`src/sv/qrse_pkg.sv`:
```
// ----------------------------------------------------------------------------
// qrse_pkg
// Shared types, constants and lookup functions of the QR data segment encoder.
// ----------------------------------------------------------------------------
package qrse_pkg;

  // saturation limits
  localparam int unsigned MaxChars = 8191;
  localparam int unsigned CountW   = 13;
  localparam int unsigned BitsW    = 17;
  localparam logic [BitsW-1:0] BitsSat = {BitsW{1'b1}};

  // configuration register indexes
  localparam logic REG_ENCODING_MODE  = 1'b0;
  localparam logic REG_SYMBOL_VERSION = 1'b1;

  // stream widths
  localparam int unsigned InDataW  = 8;
  localparam int unsigned OutDataW = 48;

  // segment modes
  typedef enum logic [1:0] {
    MODE_NUMERIC = 2'd0,
    MODE_ALNUM   = 2'd1,
    MODE_BYTE    = 2'd2
  } mode_e;

  // one input beat
  typedef struct packed {
    logic [7:0] char_code;
    logic       last_char;
  } item_t;

  // one result beat
  typedef struct packed {
    logic                    group_valid;
    logic [10:0]             group_value;
    logic [3:0]              group_bits;
    logic                    bad_char;
    logic [CountW-1:0]       char_count;
    logic [BitsW-1:0]        segment_bits;
    logic                    count_overflow;
    logic                    segment_end;
  } result_t;

  // alphanumeric table entry
  typedef struct packed {
    logic       legal;
    logic [5:0] code;
  } alnum_t;

  // 45-symbol alphanumeric set
  function automatic alnum_t alnum_lookup(input logic [7:0] c);
    alnum_t r;
    r.legal = 1'b1;
    r.code  = 6'd0;
    priority if (c >= 8'h30 && c <= 8'h39) begin
      r.code = 6'(c - 8'h30);
    end else if (c >= 8'h41 && c <= 8'h5A) begin
      r.code = 6'(c - 8'h37);
    end else begin
      unique case (c)
        8'h20:   r.code = 6'd36;
        8'h24:   r.code = 6'd37;
        8'h25:   r.code = 6'd38;
        8'h2A:   r.code = 6'd39;
        8'h2B:   r.code = 6'd40;
        8'h2D:   r.code = 6'd41;
        8'h2E:   r.code = 6'd42;
        8'h2F:   r.code = 6'd43;
        8'h3A:   r.code = 6'd44;
        default: r.legal = 1'b0;
      endcase
    end
    return r;
  endfunction

  // count indicator width by mode and version band
  function automatic logic [4:0] cc_width(input mode_e mode, input logic [5:0] version);
    logic [1:0] band;
    logic [4:0] w;
    if (version <= 6'd9) begin
      band = 2'd0;
    end else if (version <= 6'd26) begin
      band = 2'd1;
    end else begin
      band = 2'd2;
    end
    unique case (mode)
      MODE_NUMERIC: w = (band == 2'd0) ? 5'd10 : ((band == 2'd1) ? 5'd12 : 5'd14);
      MODE_ALNUM:   w = (band == 2'd0) ? 5'd9  : ((band == 2'd1) ? 5'd11 : 5'd13);
      default:      w = (band == 2'd0) ? 5'd8  : 5'd16;
    endcase
    return w;
  endfunction

endpackage

```
`src/sv/qr_data_segment_encoder.sv`:
```
// ----------------------------------------------------------------------------
// qr_data_segment_encoder
// QR data segment encoder for numeric, alphanumeric and byte modes.
// ----------------------------------------------------------------------------
// Usage:
//   s_axis carries one character per beat (tdata = char code, tlast marks
//   the final character of a segment). m_axis returns one beat per input
//   beat: the packed bit group (if any), the sticky bad-character flag and,
//   on the tlast beat, character count, total segment bits and overflow.
//   The cfg port writes encoding_mode (index 0) and symbol_version (index 1);
//   write only while no beat is in flight. Writing the mode drops a pending
//   partial group.
//   An accepted beat is held in the input register, then the group packer
//   and segment counters feed the result register that drives m_axis.
//   Throughput is one character per cycle while m_axis does not stall; the
//   packer's multiply-accumulate by 10 or 45 and the running totals are
//   combinational, so consecutive characters of a segment follow each other.
//   Reset clears both stages and the segment state and selects numeric
//   mode, version 1. When m_axis stalls the result is held, one more input
//   beat is buffered, and then s_axis_tready drops.
// ----------------------------------------------------------------------------
module qr_data_segment_encoder
  import qrse_pkg::*;
(
  input  logic                clk_i,
  input  logic                rst_ni,
  // input characters
  input  logic                s_axis_tvalid,
  output logic                s_axis_tready,
  input  logic [InDataW-1:0]  s_axis_tdata,   // [7:0] char_code
  input  logic                s_axis_tlast,   // last_char
  // results
  output logic                m_axis_tvalid,
  input  logic                m_axis_tready,
  // [0] group_valid, [11:1] group_value, [15:12] group_bits, [16] bad_char,
  // [29:17] char_count, [46:30] segment_bits, [47] count_overflow
  output logic [OutDataW-1:0] m_axis_tdata,
  output logic                m_axis_tlast,   // segment_end
  // configuration
  input  logic                cfg_we_i,
  input  logic                cfg_idx_i,
  input  logic [5:0]          cfg_wdata_i
);

  item_t   in_item;
  item_t   cur_item;
  logic    cur_valid;
  logic    advance;
  result_t result;

  assign in_item.char_code = s_axis_tdata;
  assign in_item.last_char = s_axis_tlast;

  // a held character moves on when the result register is free
  assign advance = cur_valid && (!m_axis_tvalid || m_axis_tready);

  qrse_in_stage u_in_stage (
    .clk_i      (clk_i),
    .rst_ni     (rst_ni),
    .in_valid_i (s_axis_tvalid),
    .in_ready_o (s_axis_tready),
    .in_item_i  (in_item),
    .advance_i  (advance),
    .valid_o    (cur_valid),
    .item_o     (cur_item)
  );

  qrse_encode u_encode (
    .clk_i       (clk_i),
    .rst_ni      (rst_ni),
    .cfg_we_i    (cfg_we_i),
    .cfg_idx_i   (cfg_idx_i),
    .cfg_wdata_i (cfg_wdata_i),
    .advance_i   (advance),
    .item_i      (cur_item),
    .result_o    (result)
  );

  qrse_out_stage u_out_stage (
    .clk_i       (clk_i),
    .rst_ni      (rst_ni),
    .advance_i   (advance),
    .result_i    (result),
    .out_ready_i (m_axis_tready),
    .out_valid_o (m_axis_tvalid),
    .out_data_o  (m_axis_tdata),
    .out_last_o  (m_axis_tlast)
  );

endmodule

```
`src/sv/qrse_in_stage.sv`:
```
// ----------------------------------------------------------------------------
// qrse_in_stage
// Input register of the encoder; refills in the cycle its beat moves on.
// ----------------------------------------------------------------------------
module qrse_in_stage
  import qrse_pkg::*;
(
  input  logic   clk_i,
  input  logic   rst_ni,
  input  logic   in_valid_i,
  output logic   in_ready_o,
  input  item_t  in_item_i,
  input  logic   advance_i,
  output logic   valid_o,
  output item_t  item_o
);

  logic  valid_q, valid_d;
  item_t item_q;
  logic  take;

  // accept when empty or when the held beat leaves this cycle
  assign in_ready_o = !valid_q || advance_i;
  assign take       = in_valid_i && in_ready_o;

  always_comb begin
    valid_d = valid_q;
    if (take) begin
      valid_d = 1'b1;
    end else if (advance_i) begin
      valid_d = 1'b0;
    end
  end

  always_ff @(posedge clk_i or negedge rst_ni) begin
    if (!rst_ni) begin
      valid_q <= 1'b0;
    end else begin
      valid_q <= valid_d;
    end
  end

  // payload
  always_ff @(posedge clk_i) begin
    if (take) begin
      item_q <= in_item_i;
    end
  end

  assign valid_o = valid_q;
  assign item_o  = item_q;

endmodule

```
`src/sv/qrse_encode.sv`:
```
// ----------------------------------------------------------------------------
// qrse_encode
// Configuration registers, segment state and the combinational group packer.
// ----------------------------------------------------------------------------
module qrse_encode
  import qrse_pkg::*;
(
  input  logic          clk_i,
  input  logic          rst_ni,
  input  logic          cfg_we_i,
  input  logic          cfg_idx_i,
  input  logic [5:0]    cfg_wdata_i,
  input  logic          advance_i,
  input  item_t         item_i,
  output result_t       result_o
);

  // configuration
  logic [1:0]        mode_q;
  logic [5:0]        version_q;

  // segment state
  logic [9:0]        acc_q, acc_d;
  logic [1:0]        fill_q, fill_d;
  logic [CountW-1:0] chars_q, chars_d;
  logic [BitsW-1:0]  dbits_q, dbits_d;
  logic              illegal_q, illegal_d;

  mode_e             mode;
  alnum_t            alnum;
  logic              legal;
  logic [5:0]        sym;
  logic [15:0]       acc_mac;
  logic [2:0]        fill_nx;
  logic              flush;
  logic [10:0]       gv;
  logic [3:0]        gb;
  logic [BitsW:0]    dbits_sum;
  logic [BitsW-1:0]  dbits_nx;
  logic [4:0]        ccb;
  logic [BitsW:0]    total_sum;
  logic [BitsW:0]    cc_limit;

  // effective mode, code 3 behaves as byte mode
  always_comb begin
    unique case (mode_q)
      MODE_NUMERIC: mode = MODE_NUMERIC;
      MODE_ALNUM:   mode = MODE_ALNUM;
      default:      mode = MODE_BYTE;
    endcase
  end

  // symbol value and legality
  assign alnum = alnum_lookup(item_i.char_code);
  always_comb begin
    legal = 1'b1;
    sym   = 6'd0;
    unique case (mode)
      MODE_NUMERIC: begin
        legal = (item_i.char_code >= 8'h30) && (item_i.char_code <= 8'h39);
        sym   = legal ? 6'(item_i.char_code - 8'h30) : 6'd0;
      end
      MODE_ALNUM: begin
        legal = alnum.legal;
        sym   = alnum.legal ? alnum.code : 6'd0;
      end
      default: begin
        legal = 1'b1;
        sym   = 6'd0;
      end
    endcase
  end

  // group packing: multiply-accumulate by the radix of the mode
  assign fill_nx = {1'b0, fill_q} + 3'd1;
  always_comb begin
    acc_mac = 16'd0;
    flush   = 1'b0;
    gv      = 11'd0;
    gb      = 4'd0;
    acc_d   = acc_q;
    fill_d  = fill_q;
    unique case (mode)
      MODE_NUMERIC: begin
        acc_mac = 16'(acc_q) * 16'd10 + 16'(sym);
        flush   = (fill_nx >= 3'd3) || item_i.last_char;
        if (flush) begin
          gv     = {1'b0, acc_mac[9:0]};
          gb     = (fill_nx >= 3'd3) ? 4'd10 : 4'((fill_nx * 3'd3) + 3'd1);
          acc_d  = 10'd0;
          fill_d = 2'd0;
        end else begin
          acc_d  = acc_mac[9:0];
          fill_d = fill_nx[1:0];
        end
      end
      MODE_ALNUM: begin
        acc_mac = 16'(acc_q) * 16'd45 + 16'(sym);
        flush   = (fill_nx >= 3'd2) || item_i.last_char;
        if (flush) begin
          gv     = acc_mac[10:0];
          gb     = (fill_nx >= 3'd2) ? 4'd11 : 4'd6;
          acc_d  = 10'd0;
          fill_d = 2'd0;
        end else begin
          acc_d  = acc_mac[9:0];
          fill_d = fill_nx[1:0];
        end
      end
      default: begin
        gv = {3'd0, item_i.char_code};
        gb = 4'd8;
      end
    endcase
  end

  // running totals
  assign chars_d   = (chars_q < CountW'(MaxChars)) ? chars_q + CountW'(1) : chars_q;
  assign illegal_d = illegal_q || !legal;
  assign dbits_sum = {1'b0, dbits_q} + (BitsW+1)'(gb);
  assign dbits_nx  = dbits_sum[BitsW] ? BitsSat : dbits_sum[BitsW-1:0];
  assign dbits_d   = dbits_nx;

  // segment summary
  assign ccb       = cc_width(mode, version_q);
  assign total_sum = (BitsW+1)'(4) + (BitsW+1)'(ccb) + {1'b0, dbits_nx};
  assign cc_limit  = (BitsW+1)'(1) << ccb;

  always_comb begin
    result_o.group_valid    = (gb != 4'd0);
    result_o.group_value    = gv;
    result_o.group_bits     = gb;
    result_o.bad_char       = illegal_d;
    result_o.char_count     = '0;
    result_o.segment_bits   = '0;
    result_o.count_overflow = 1'b0;
    result_o.segment_end    = item_i.last_char;
    if (item_i.last_char) begin
      result_o.char_count     = chars_d;
      result_o.segment_bits   = total_sum[BitsW] ? BitsSat : total_sum[BitsW-1:0];
      result_o.count_overflow = ((BitsW+1)'(chars_d) >= cc_limit);
    end
  end

  // configuration registers
  always_ff @(posedge clk_i or negedge rst_ni) begin
    if (!rst_ni) begin
      mode_q    <= MODE_NUMERIC;
      version_q <= 6'd1;
    end else if (cfg_we_i) begin
      if (cfg_idx_i == REG_ENCODING_MODE) begin
        mode_q <= cfg_wdata_i[1:0];
      end else begin
        version_q <= cfg_wdata_i;
      end
    end
  end

  // segment state, cleared after the last character; a mode write drops the partial group
  always_ff @(posedge clk_i or negedge rst_ni) begin
    if (!rst_ni) begin
      acc_q     <= '0;
      fill_q    <= '0;
      chars_q   <= '0;
      dbits_q   <= '0;
      illegal_q <= 1'b0;
    end else if (cfg_we_i && (cfg_idx_i == REG_ENCODING_MODE)) begin
      acc_q  <= '0;
      fill_q <= '0;
    end else if (advance_i) begin
      if (item_i.last_char) begin
        acc_q     <= '0;
        fill_q    <= '0;
        chars_q   <= '0;
        dbits_q   <= '0;
        illegal_q <= 1'b0;
      end else begin
        acc_q     <= acc_d;
        fill_q    <= fill_d;
        chars_q   <= chars_d;
        dbits_q   <= dbits_d;
        illegal_q <= illegal_d;
      end
    end
  end

  // checks
  a_clear_after_last: assert property (@(posedge clk_i) disable iff (!rst_ni)
    advance_i && item_i.last_char && !cfg_we_i |=>
      chars_q == '0 && fill_q == 2'd0 && !illegal_q && dbits_q == '0)
    else $error("segment state not cleared after last character");

  a_fill_range: assert property (@(posedge clk_i) disable iff (!rst_ni)
    fill_q != 2'd3)
    else $error("group fill out of range");

  a_group_width: assert property (@(posedge clk_i) disable iff (!rst_ni)
    advance_i |-> (result_o.group_bits == 4'd0 || result_o.group_bits == 4'd4 ||
                   result_o.group_bits == 4'd6 || result_o.group_bits == 4'd7 ||
                   result_o.group_bits == 4'd8 || result_o.group_bits == 4'd10 ||
                   result_o.group_bits == 4'd11))
    else $error("illegal group width");

  a_numeric_acc: assert property (@(posedge clk_i) disable iff (!rst_ni)
    mode_q == MODE_NUMERIC |-> acc_q < 10'd100)
    else $error("numeric accumulator exceeds two digits");

endmodule

```
`src/sv/qrse_out_stage.sv`:
```
// ----------------------------------------------------------------------------
// qrse_out_stage
// Result register; packs the result fields into the output beat.
// ----------------------------------------------------------------------------
module qrse_out_stage
  import qrse_pkg::*;
(
  input  logic                clk_i,
  input  logic                rst_ni,
  input  logic                advance_i,
  input  result_t             result_i,
  input  logic                out_ready_i,
  output logic                out_valid_o,
  output logic [OutDataW-1:0] out_data_o,
  output logic                out_last_o
);

  logic    valid_q, valid_d;
  result_t res_q;

  // held until taken, reloaded when a new beat is computed
  always_comb begin
    valid_d = valid_q;
    if (advance_i) begin
      valid_d = 1'b1;
    end else if (out_ready_i) begin
      valid_d = 1'b0;
    end
  end

  always_ff @(posedge clk_i or negedge rst_ni) begin
    if (!rst_ni) begin
      valid_q <= 1'b0;
    end else begin
      valid_q <= valid_d;
    end
  end

  always_ff @(posedge clk_i) begin
    if (advance_i) begin
      res_q <= result_i;
    end
  end

  // pack from the lowest bit up
  assign out_valid_o = valid_q;
  assign out_last_o  = res_q.segment_end;
  assign out_data_o  = {res_q.count_overflow, res_q.segment_bits, res_q.char_count,
                        res_q.bad_char, res_q.group_bits, res_q.group_value,
                        res_q.group_valid};

endmodule

```
`config.mk`:
```
export PLATFORM = sky130hd
export DESIGN_NAME = qr_data_segment_encoder
export DESIGN_NICKNAME = d
export VERILOG_FILES = /design/src/sv/qrse_pkg.sv /design/src/sv/qr_data_segment_encoder.sv /design/src/sv/qrse_in_stage.sv /design/src/sv/qrse_encode.sv /design/src/sv/qrse_out_stage.sv
export SDC_FILE = /design/constraint.sdc
export NUM_CORES = 1
export LEC_CHECK = 0
export BUFFER_PORTS_ARGS = -buffer_cell sky130_fd_sc_hd__buf_2
export CORE_ASPECT_RATIO = 0.7
export CORE_MARGIN = 5
export CORE_UTILIZATION = 55
export CTS_CLUSTER_SIZE = 16
export DETAILED_ROUTE_END_ITERATION = 16
export PLACE_DENSITY = 0.77
export SETUP_SLACK_MARGIN = 0.3
export SLEW_MARGIN = 30
export SYNTH_ARGS = -nofsm -noshare
export SYNTH_HDL_FRONTEND = slang
export SYNTH_SLANG_ARGS = --single-unit
```
`constraint.sdc`:
```
create_clock -name clk_i -period 6.3 [get_ports clk_i]
set_input_delay 0.63 -clock clk_i [delete_from_list [all_inputs] [get_ports clk_i]]
set_output_delay 0.63 -clock clk_i [all_outputs]
set_load 0.02 [all_outputs]
```
After elaboration in Yosys (flattened, before gate mapping) --
Index checks and enable logic that the tools add are counted.
Word-level totals: flip-flop bits (word level) 111, input port bits 21, word-level logic and storage cells 132
Cells by class: $add $sub $neg 10, multiply operators 3, order comparisons 10, eq/ne operators 12, shift-type cells 1, mux-type cells 49, bitwise logic cells 2, reduce and logical (&&, ||, !) cells 26
Operators with widths (count):
- equality test 8 x 6 -> 1 bit (second input constant) | 9
- 2-to-1 mux 10 bit | 6
- case mux 6 bit (9 select lines) | 1
- 2-to-1 mux 17 bit | 3
- 2-to-1 mux 13 bit | 2
- 2-to-1 mux 6 bit | 4
- case mux 11 bit (2 select lines) | 1
- case mux 10 bit (2 select lines) | 1
- adder 17 x 4 -> 18 bit | 1
- adder 18 x 17 -> 18 bit | 1
- >= comparator 13 x 18 -> 1 bit | 1
- << shifter 1 x 5 -> 18 bit (first input constant) | 1
- 2-to-1 mux 2 bit | 8
- 2-to-1 mux 4 bit | 4
- 2-to-1 mux 5 bit | 3
- adder 13 x 1 -> 13 bit (second input constant) | 1
- < comparator 13 bit (second input constant) | 1
- case mux 6 bit (2 select lines) | 1
- subtractor 6 bit (second input constant) | 2
- adder 11 x 6 -> 11 bit | 1
- multiplier 10 x 6 -> 11 bit (second input constant) | 1
- 2-to-1 mux 11 bit | 1
- adder 10 x 6 -> 10 bit | 1
- multiplier 10 x 3 -> 9 bit (second input constant) | 1
- other kinds (27) | 57

Depth between registers and ports, before layout --
Gate-level depths: netlist of run 1.
word-level depth 13, depth in mapped cells 23, gate-level depth less buffers 22

Modules after synthesis --
Synthesis of run 1 repeated with hierarchy kept, for this count alone.
Second synthesis, totals: cell total of the unflattened synthesis 844, area, all modules 8294.2 um^2
Modules (own cells, without submodules):
- qrse_encode | times used 1, cells an instance 777, area an instance 6451.2 um^2
- qrse_out_stage | times used 1, cells an instance 52, area an instance 1507.7 um^2
- qrse_in_stage | times used 1, cells an instance 13, area an instance 324.1 um^2
- qr_data_segment_encoder | times used 1, cells an instance 2, area an instance 11.3 um^2

Worst setup path before layout of run 1 --
OpenSTA, ideal clock, no wires.
path kind register to register, from register u_encode.fill_q[0], to register u_out_stage.res_q (netlist bit u_out_stage.out_data_o[46]) (data pin), arrival 4.557 ns, required time 6.133 ns, slack 1.575 ns, stages on the path, launching flop included 24, path buffers 2, clock period less this slack 4.725 ns, cells stage by stage dfrtp_1 > inv_1 > ha_1 > nor3_1 > nand2b_1 > buf_1 > nor2_1 > nor2_1 > inv_1 > ha_1 > a21oi_1 > o22ai_1 > nand2_1 > clkbuf_1 > nand2_1 > inv_1 > fa_1 > nor2b_1 > o31a_1 > o21ai_0 > nand2b_1 > o2111ai_1 > o31a_1 > a211oi_1
RTL lines:
- start, declared | line qrse_encode.sv:24 | logic [1:0] fill_q, fill_d;
- start signal, assigned | line qrse_encode.sv:179 | fill_q <= fill_d;
- end signal, assigned | line qrse_out_stage.sv:41 | res_q <= result_i;
- end, declared | line qrse_out_stage.sv:19 | result_t res_q;

==> reports/metrics.cfg, run 1 <==
[status]
status = complete, no violations

[timing]
final_max_slew_viol_count = 0
final_hold_viol_count = 0
whs_ns = 0.391
slew_headroom = 0.432
fin_crit_ns = 5.35
skew_ns = 0.0104
rsz0062_at_grt = no
max_freq_mhz = 187
setup_violations = 0
fin_crit_sh = 0.850
finalSetupTns_ns = 0
worst_pin_slew_ns = 0.830

[logic_synthesis]
ys_warn_count = 0
yosysUniqueCellTypes = 80
synthArstFlopShare = 0.477
yosysMostFrequentCell = nand2_1
yosysTopAreaCellShare = 0.215
synth_seq_cells = 111
synth.top_cells.by_area = edfxtp_1 (21%), dfrtp_1 (16%), ha_1 (12%)
syn_area_um2 = 8100
synth_edf_count = 58
synth_ff_type = edfxtp_1
synth-seq-area-share = 0.379
yosys-top-cells-count = nand2_1 (83), ha_1 (79), edfxtp_1 (58), o21ai_0 (58), nor2_1 (53)
synth_top_area_cell = edfxtp_1
syn_inst = 833
syn_avg_cell_area_um2 = 9.73

[die]
fp.dieArea_um2 = 17300
initial_core_util = 0.556
die_w_um = 155
ioPinCount = 72
core_region_area_um2 = 14600
rows = 37
dieHeight_um = 112

[worst_setup_path]
critPathMaxFanout = 14
path_depth = 23
crit_path_top_delay_cell = dfrtp_1
r2r-start = u_encode.fill_q[0]
cp-end-kind = flop
cp.arrival_ns = 5.53
rr_worst_depth = 23
cp.required_ns = 6.48
cp-start-kind = flop
critPathTopFamily = simple AND/OR/NAND/NOR gates
critPathKind = reg -> reg
worstReg2RegEnd = u_out_stage.out_data_o[46]
timing.reg2reg.setup_slack_ns = 0.95
critical_path.max_stage_delay_ns = 0.41
critPathBufInv = 4
cp_cell_sequence = inv_1, ha_1, nor3_1, nand2b_1, nor2_1, nor2_1, inv_1, ha_1, a21oi_1, o22ai_1, buf_4, nand2_2, nand2b_1, ha_1, inv_1, fa_1, nor2b_1, o31a_1, o21ai_0, nand2b_1, o2111ai_1, o31a_1, a211oi_1

[global_route]
grt_pass1_vias = 6231
antenna_found_initial = 0
grt_pass1_wl_um = 31900
grt_max_degree = 54
grt-ovfl-total = 0
grt_usage = 0.226

[finish]
layout-drive-gt1-share = 0.138
n_antenna_cell = 0
nets = 1017
fin_area_um2 = 8960
synthToLayoutAreaGrowth_pct = 10.6

[placement]
dpl_cell_area_um2 = 8650
port_buffers = 71
gp_congestion = 0.919
post-dp-hpwl_um = 14700

[power]
ir_worst_vdd_v = 0.000177
p_leak_uw = 0.00406
power.density_nw_per_um2 = 227

[route]
viasPerCell = 5.94
drt_iter0_drc = 578
drc = 0
wl_um = 19500
vias = 6539
ant_nets = 0
routedWlPerCell_um = 17.7
first_pass_iters = 7

[clock_network]
hold_buffers = 0
cts_root_buf = clkbuf_16
clk_path_buf_depth = 2
numCtsBuffers = 9
clock_latency_ns = 0.35
clk_pin_slew_worst_paths_ns = 0.08
cts_tree = yes
htree_levels = 3
cts_sinks = 111

[hold_path]
hp-class = in -> async

[job]
maxCapViolCount = 0

[area by class of cell]
class                           instances  area (µm²)
Clock buffer                            9         225
Clock inverter                          7        46.3
Fill cell                            1254        5620
Inverter                               54         203
Multi-Input combinational cell        644        4740
Sequential cell                       111        3070
Tap cell                              195         244
Timing Repair Buffer                   80         435
[stage by stage]
step / util / cells / worst slack [ns] / power, µW
2_1_floorplan: - / 840 / 1.58 / 1320
3_3_place_gp: 0.593 / 1083 / 0.943 / 1480
3_5_place_dp: 0.593 / 1083 / 0.632 / 1500
4_1_cts: 0.612 / 1099 / 0.625 / 2030
5_1_grt: 0.614 / 1100 / 0.434 / 2140
6_report: 0.614 / 1100 / 0.947 / 2030
[how the worst max path moves through the flow]
stage	startpoint	to	slack, ns
final	u_encode.fill_q[0]	u_out_stage.out_data_o[46]	0.95
after global routing	u_encode.fill_q[0]	u_out_stage.out_data_o[35]	0.43
after CTS	u_encode.fill_q[0]	u_out_stage.out_data_o[35]	0.62
after detailed placement	u_encode.fill_q[0]	u_out_stage.out_data_o[36]	0.63
after global placement	u_encode.fill_q[0]	u_out_stage.out_data_o[33]	0.94
after floorplan	u_encode.fill_q[0]	u_out_stage.out_data_o[46]	1.58
[layer usage]
metal | track usage | wire length (µm) | up-vias
li1 | - | - | 3159
met1 | 0.358 | 9540 | 3093
met4 | 0.0441 | 213 | 0
met2 | 0.322 | 8120 | 264
met3 | 0.0435 | 1620 | 23
met5 | 0 | 0 | -
[layout by cell type (no fill, tap or decap), types with 5 or more instances in the layout]
cell type / netlist / routed
fa_1: 17 / 17
nor2_1: 53 / 52
nand2b_1: 17 / 17
conb_1: 2 / 9
edfxtp_1: 58 / 58
nand3_1: 14 / 14
and2_1: 13 / 12
nor2b_1: 8 / 8
a31oi_1: 10 / 10
a221oi_1: 5 / 5
clkbuf_16: 0 / 9
a22o_1: 14 / 14
xnor2_1: 26 / 26
o21a_1: 18 / 18
ha_1: 79 / 79
o31ai_1: 5 / 5
inv_1: 51 / 51
nor3_1: 12 / 12
o21ai_0: 58 / 58
a211oi_1: 8 / 8
xor2_1: 20 / 20
o22ai_1: 5 / 5
dfrtp_1: 52 / 52
and3_1: 9 / 9
buf_2: 4 / 71
o221ai_1: 6 / 6
mux2_2: 6 / 6
a21o_1: 21 / 21
nand4_1: 9 / 9
nand2_1: 83 / 82
a21oi_1: 41 / 40
a22oi_1: 5 / 5
buf_4: 2 / 8
[flip-flops by register name (all words and copies together), names as in the netlist]
register	count
u_encode.acc_q	10
u_encode.chars_q	13
u_encode.dbits_q	17
u_encode.fill_q	2
u_encode.illegal_q	1
u_encode.mode_q	2
u_encode.version_q	6
u_in_stage.item_o	9
u_in_stage.valid_o	1
u_out_stage.out_data_o	48
u_out_stage.out_last_o	1
u_out_stage.out_valid_o	1
[report_power, final]
group	internal, µW	total, µW	switching [µW]
clock network	270	539	269
logic	223	600	377
registers	843	892	48.8
[kinds of logic (layout without fill, tap and decap cells)]
kind of cell             count (synthesis)  after routing  share of synthesized area
multiplexers                             9              9                     0.0120
AO/OA/AOI/OAI                          233            233                      0.195
AND/OR/NAND/NOR                        250            250                      0.153
other                                    2              9                   0.000927
XOR/XNOR                                47             47                     0.0525
buffers and inverters                   85            150                     0.0428
adder cells (fa/ha/maj)                 96             96                      0.164
flip-flops                             111            111                      0.379
[repair_timing]
| item | CTS | global route |
|---|---|---|
| buffers inserted | 0 | 1 |
| endpoints found under the setup margin | 0 | 13 |
| gates resized for setup | 0 | 2 |
Note: power is estimated with default switching activity, not from simulation.
==> inputs of run 2 (changes only) <==
Settings changed: ABC_AREA set to 1, PLACE_DENSITY 0.77 to 0.76.
Clock period 6.3 ns to 5.34 ns, I/O delays scaled along.
==> run 2 against run 1 <==
  * Via count rose by 5.4%
  * Register-to-register slack got worse by 0.26 ns
  * Final area rose by 4.7%
  * Power rose by 41%
  * Synthesized cell count rose by 18%
  * Sequential power rose by 26%
  * Clock power rose by 30%
  * First-iteration DRC count fell by 9.5%
  * Setup slack got worse by 0.26 ns
  * Fmax rose by 15%
==> reports/metrics.cfg, run 2 <==
[route]
vias = 6894
drc = 0
first_pass_iters = 6
ant_nets = 0
wl_um = 20100
routedWlPerCell_um = 15.9
viasPerCell = 5.45
drt_iter0_drc = 523

[power]
p_leak_uw = 0.00464
p_int_uw = 1770
p_clk_frac = 0.245
power.density_nw_per_um2 = 306
ir_worst_vdd_v = 0.000202
swShare = 0.381
combPwrFrac = 0.366
seqPwrFrac = 0.390
p_switching_uw = 1090

[hold_path]
hp-class = in -> async

[worst_setup_path]
cpMostUsedCell = inv_1
critPathTopFamily = simple AND/OR/NAND/NOR gates
critPathBufInv = 5
cp.arrival_ns = 4.75
critPathKind = reg -> reg
critical_path.max_stage_delay_ns = 0.55
critPathMaxFanout = 13
cp-start-kind = flop
cp.required_ns = 5.44
crit_path_top_delay_cell = dfrtp_1
cp_cell_sequence = nor2_2, inv_1, a21oi_4, inv_2, o21ai_1, inv_1, fa_1, inv_1, nand2_2, nand2_4, xor2_1, nor2_1, inv_1, ha_1, nand2_1, o31ai_2, nand2_4, nor2_4, nand2_4, nor2_4, a21oi_1, nor2_1, nor2_1
cp-end-kind = flop

[placement]
gp_congestion = 0.915
post-dp-hpwl_um = 15400
dp.cells = 1250
port_buffers = 71
dpl_cell_area_um2 = 9040

[global_route]
antenna_found_initial = 0
grt_usage = 0.232
grt_pass1_vias = 6685
grt-ovfl-total = 0
grt_pass1_wl_um = 33500
grt_max_degree = 54

[finish]
layout-drive-gt1-share = 0.162
largest_register_ffs = 48
n_antenna_cell = 0
final_cells = 1266
nets = 1183
fin_area_um2 = 9380
layout_common_cells = nand2_1 (172), inv_1 (145), ha_1 (79)
synthToLayoutAreaGrowth_pct = 11.2
final_common_cell = nand2_1

[logic_synthesis]
synth-seq-area-share = 0.364
yosysTopAreaCellShare = 0.207
synthArstFlopShare = 0.477
syn_avg_cell_area_um2 = 8.56
synth_ff_type = edfxtp_1
yosysUniqueCellTypes = 63
synth_top_area_cell = edfxtp_1
yosysMostFrequentCell = nand2_1
synth_seq_cells = 111
syn_area_um2 = 8430
ys_warn_count = 0
synth.top_cells.by_area = edfxtp_1 (21%), dfrtp_1 (15%), ha_1 (12%)
yosys-top-cells-count = nand2_1 (172), inv_1 (146), ha_1 (79)
syn_inst = 985
synth_edf_count = 58

[die]
ioPinCount = 72
initial_core_util = 0.567
dieHeight_um = 114
rows = 37
fp.dieArea_um2 = 17900
core_region_area_um2 = 14900
die_w_um = 158

[clock_network]
cts_sinks = 111
clock_latency_ns = 0.36
cts_root_buf = clkbuf_16
numCtsBuffers = 9
clk_pin_slew_worst_paths_ns = 0.08
clk_path_buf_depth = 2
cts_tree = yes
htree_levels = 3
hold_buffers = 0

[timing]
finalSetupTns_ns = 0
final_hold_viol_count = 0
worst_pin_slew_ns = 0.893
skew_ns = 0.0109
rsz0062_at_grt = no
fin_crit_sh = 0.871
max_freq_mhz = 215
setup_violations = 0
slew_headroom = 0.402
fin_crit_ns = 4.65
final_max_slew_viol_count = 0

[status]
status = complete, no violations

[job]
maxCapViolCount = 0

-- run 2: cell count changes in the layout (fill, tap and decap cells not counted), moves of 10 or more --
cell and change:
a21o_1 -20, a22o_1 -11, and2_1 -11, inv_1 +94, nand2_1 +90, nand2_2 +11
nand2_4 +10, nand2b_1 -17, nand3_1 +39, nor2_1 +23, o21a_1 -17, o22ai_1 +18
xnor2_1 -14, xor2_1 +12
-- run 2: cell type report --
cell class	instances	area, µm²
Inverter	157	596
Multi-Input combinational cell	708	4740
Fill cell	1275	5490
Sequential cell	111	3070
Clock buffer	9	225
Clock inverter	7	81.3
Timing Repair Buffer	79	415
Tap cell	195	244
-- run 2: cell families after synthesis --
| family | count (synthesis) | synth area share |
|---|---|---|
| AOI/OAI and AO/OA | 170 | 0.122 |
| xor gates and xnor gates | 44 | 0.0457 |
| adders and majority gates | 96 | 0.158 |
| buffers and inverters | 173 | 0.0791 |
| DFF | 111 | 0.364 |
| muxes | 5 | 0.00668 |
| other | 2 | 0.000891 |
| and+or+nand+nor | 384 | 0.224 |
-- run 2: path summary, 6_finish.rpt --
path	to	depth (start not counted)	start	slack, ns
max in group asynchronous	u_encode.acc_q[2]	2	rst_ni	4.54
min in group clk_i	u_in_stage.item_o[4]	1	s_axis_tdata[3]	0.35
worst max-delay path	u_out_stage.out_data_o[46]	23	u_encode.mode_q[1]	0.69
worst min-delay path	u_encode.dbits_q[15]	2	rst_ni	0.32
worst max register to register	u_out_stage.out_data_o[46]	23	u_encode.mode_q[1]	0.69
worst min register to register	u_encode.acc_q[9]	2	u_encode.acc_q[9]	0.52
-- run 2: power by group through the flow --
stage	Sequential (µW)	Combinational [µW]	Clock [µW]
3_3_place_gp	1130	997	0
5_1_grt	1130	1170	746
2_1_floorplan	1190	678	0
3_5_place_dp	1130	1030	0
4_1_cts	1120	1040	711
6_report	1120	1050	701
-- run 2: through the flow --
step	setup WS (ns)	hold WS [ns]	util	power, µW
after global routing	0.300	0.339	0.631	3050
after global placement	0.535	0.471	0.609	2130
after CTS	0.303	0.348	0.629	2860
after floorplan	1.11	0.238	-	1870
after detailed placement	0.352	0.500	0.609	2160
final	0.689	0.316	0.631	2870
-- run 2: worst register-to-register path: stages, from the launching register on --
cell,delay (ns)
dfrtp_1,0.55
nor2_2,0.19
inv_1,0.23
a21oi_4,0.34
inv_2,0.17
o21ai_1,0.21
inv_1,0.11
fa_1,0.47
inv_1,0.12
nand2_2,0.08
nand2_4,0.11
xor2_1,0.08
nor2_1,0.16
inv_1,0.06
ha_1,0.36
nand2_1,0.10
o31ai_2,0.43
nand2_4,0.10
nor2_4,0.14
nand2_4,0.07
nor2_4,0.10
a21oi_1,0.07
nor2_1,0.10
nor2_1,0.05
-- run 2: per-layer routing --
metal  share of wire  global-route usage  up-vias  wire length [µm]
met4           0.012              0.0483        0               243
met1            0.49               0.359     3168              9780
met2            0.41               0.331      253              8300
met5               0                   0        -                 0
met3           0.090              0.0580       22              1810
li1                -                   -     3451                 -
-- run 2: what timing repair did --
item,4_1_cts,5_1_grt
endpoints found under the hold margin,0,0
setup buffers,0,0
resized for setup,0,7
setup endpoints to repair,0,18
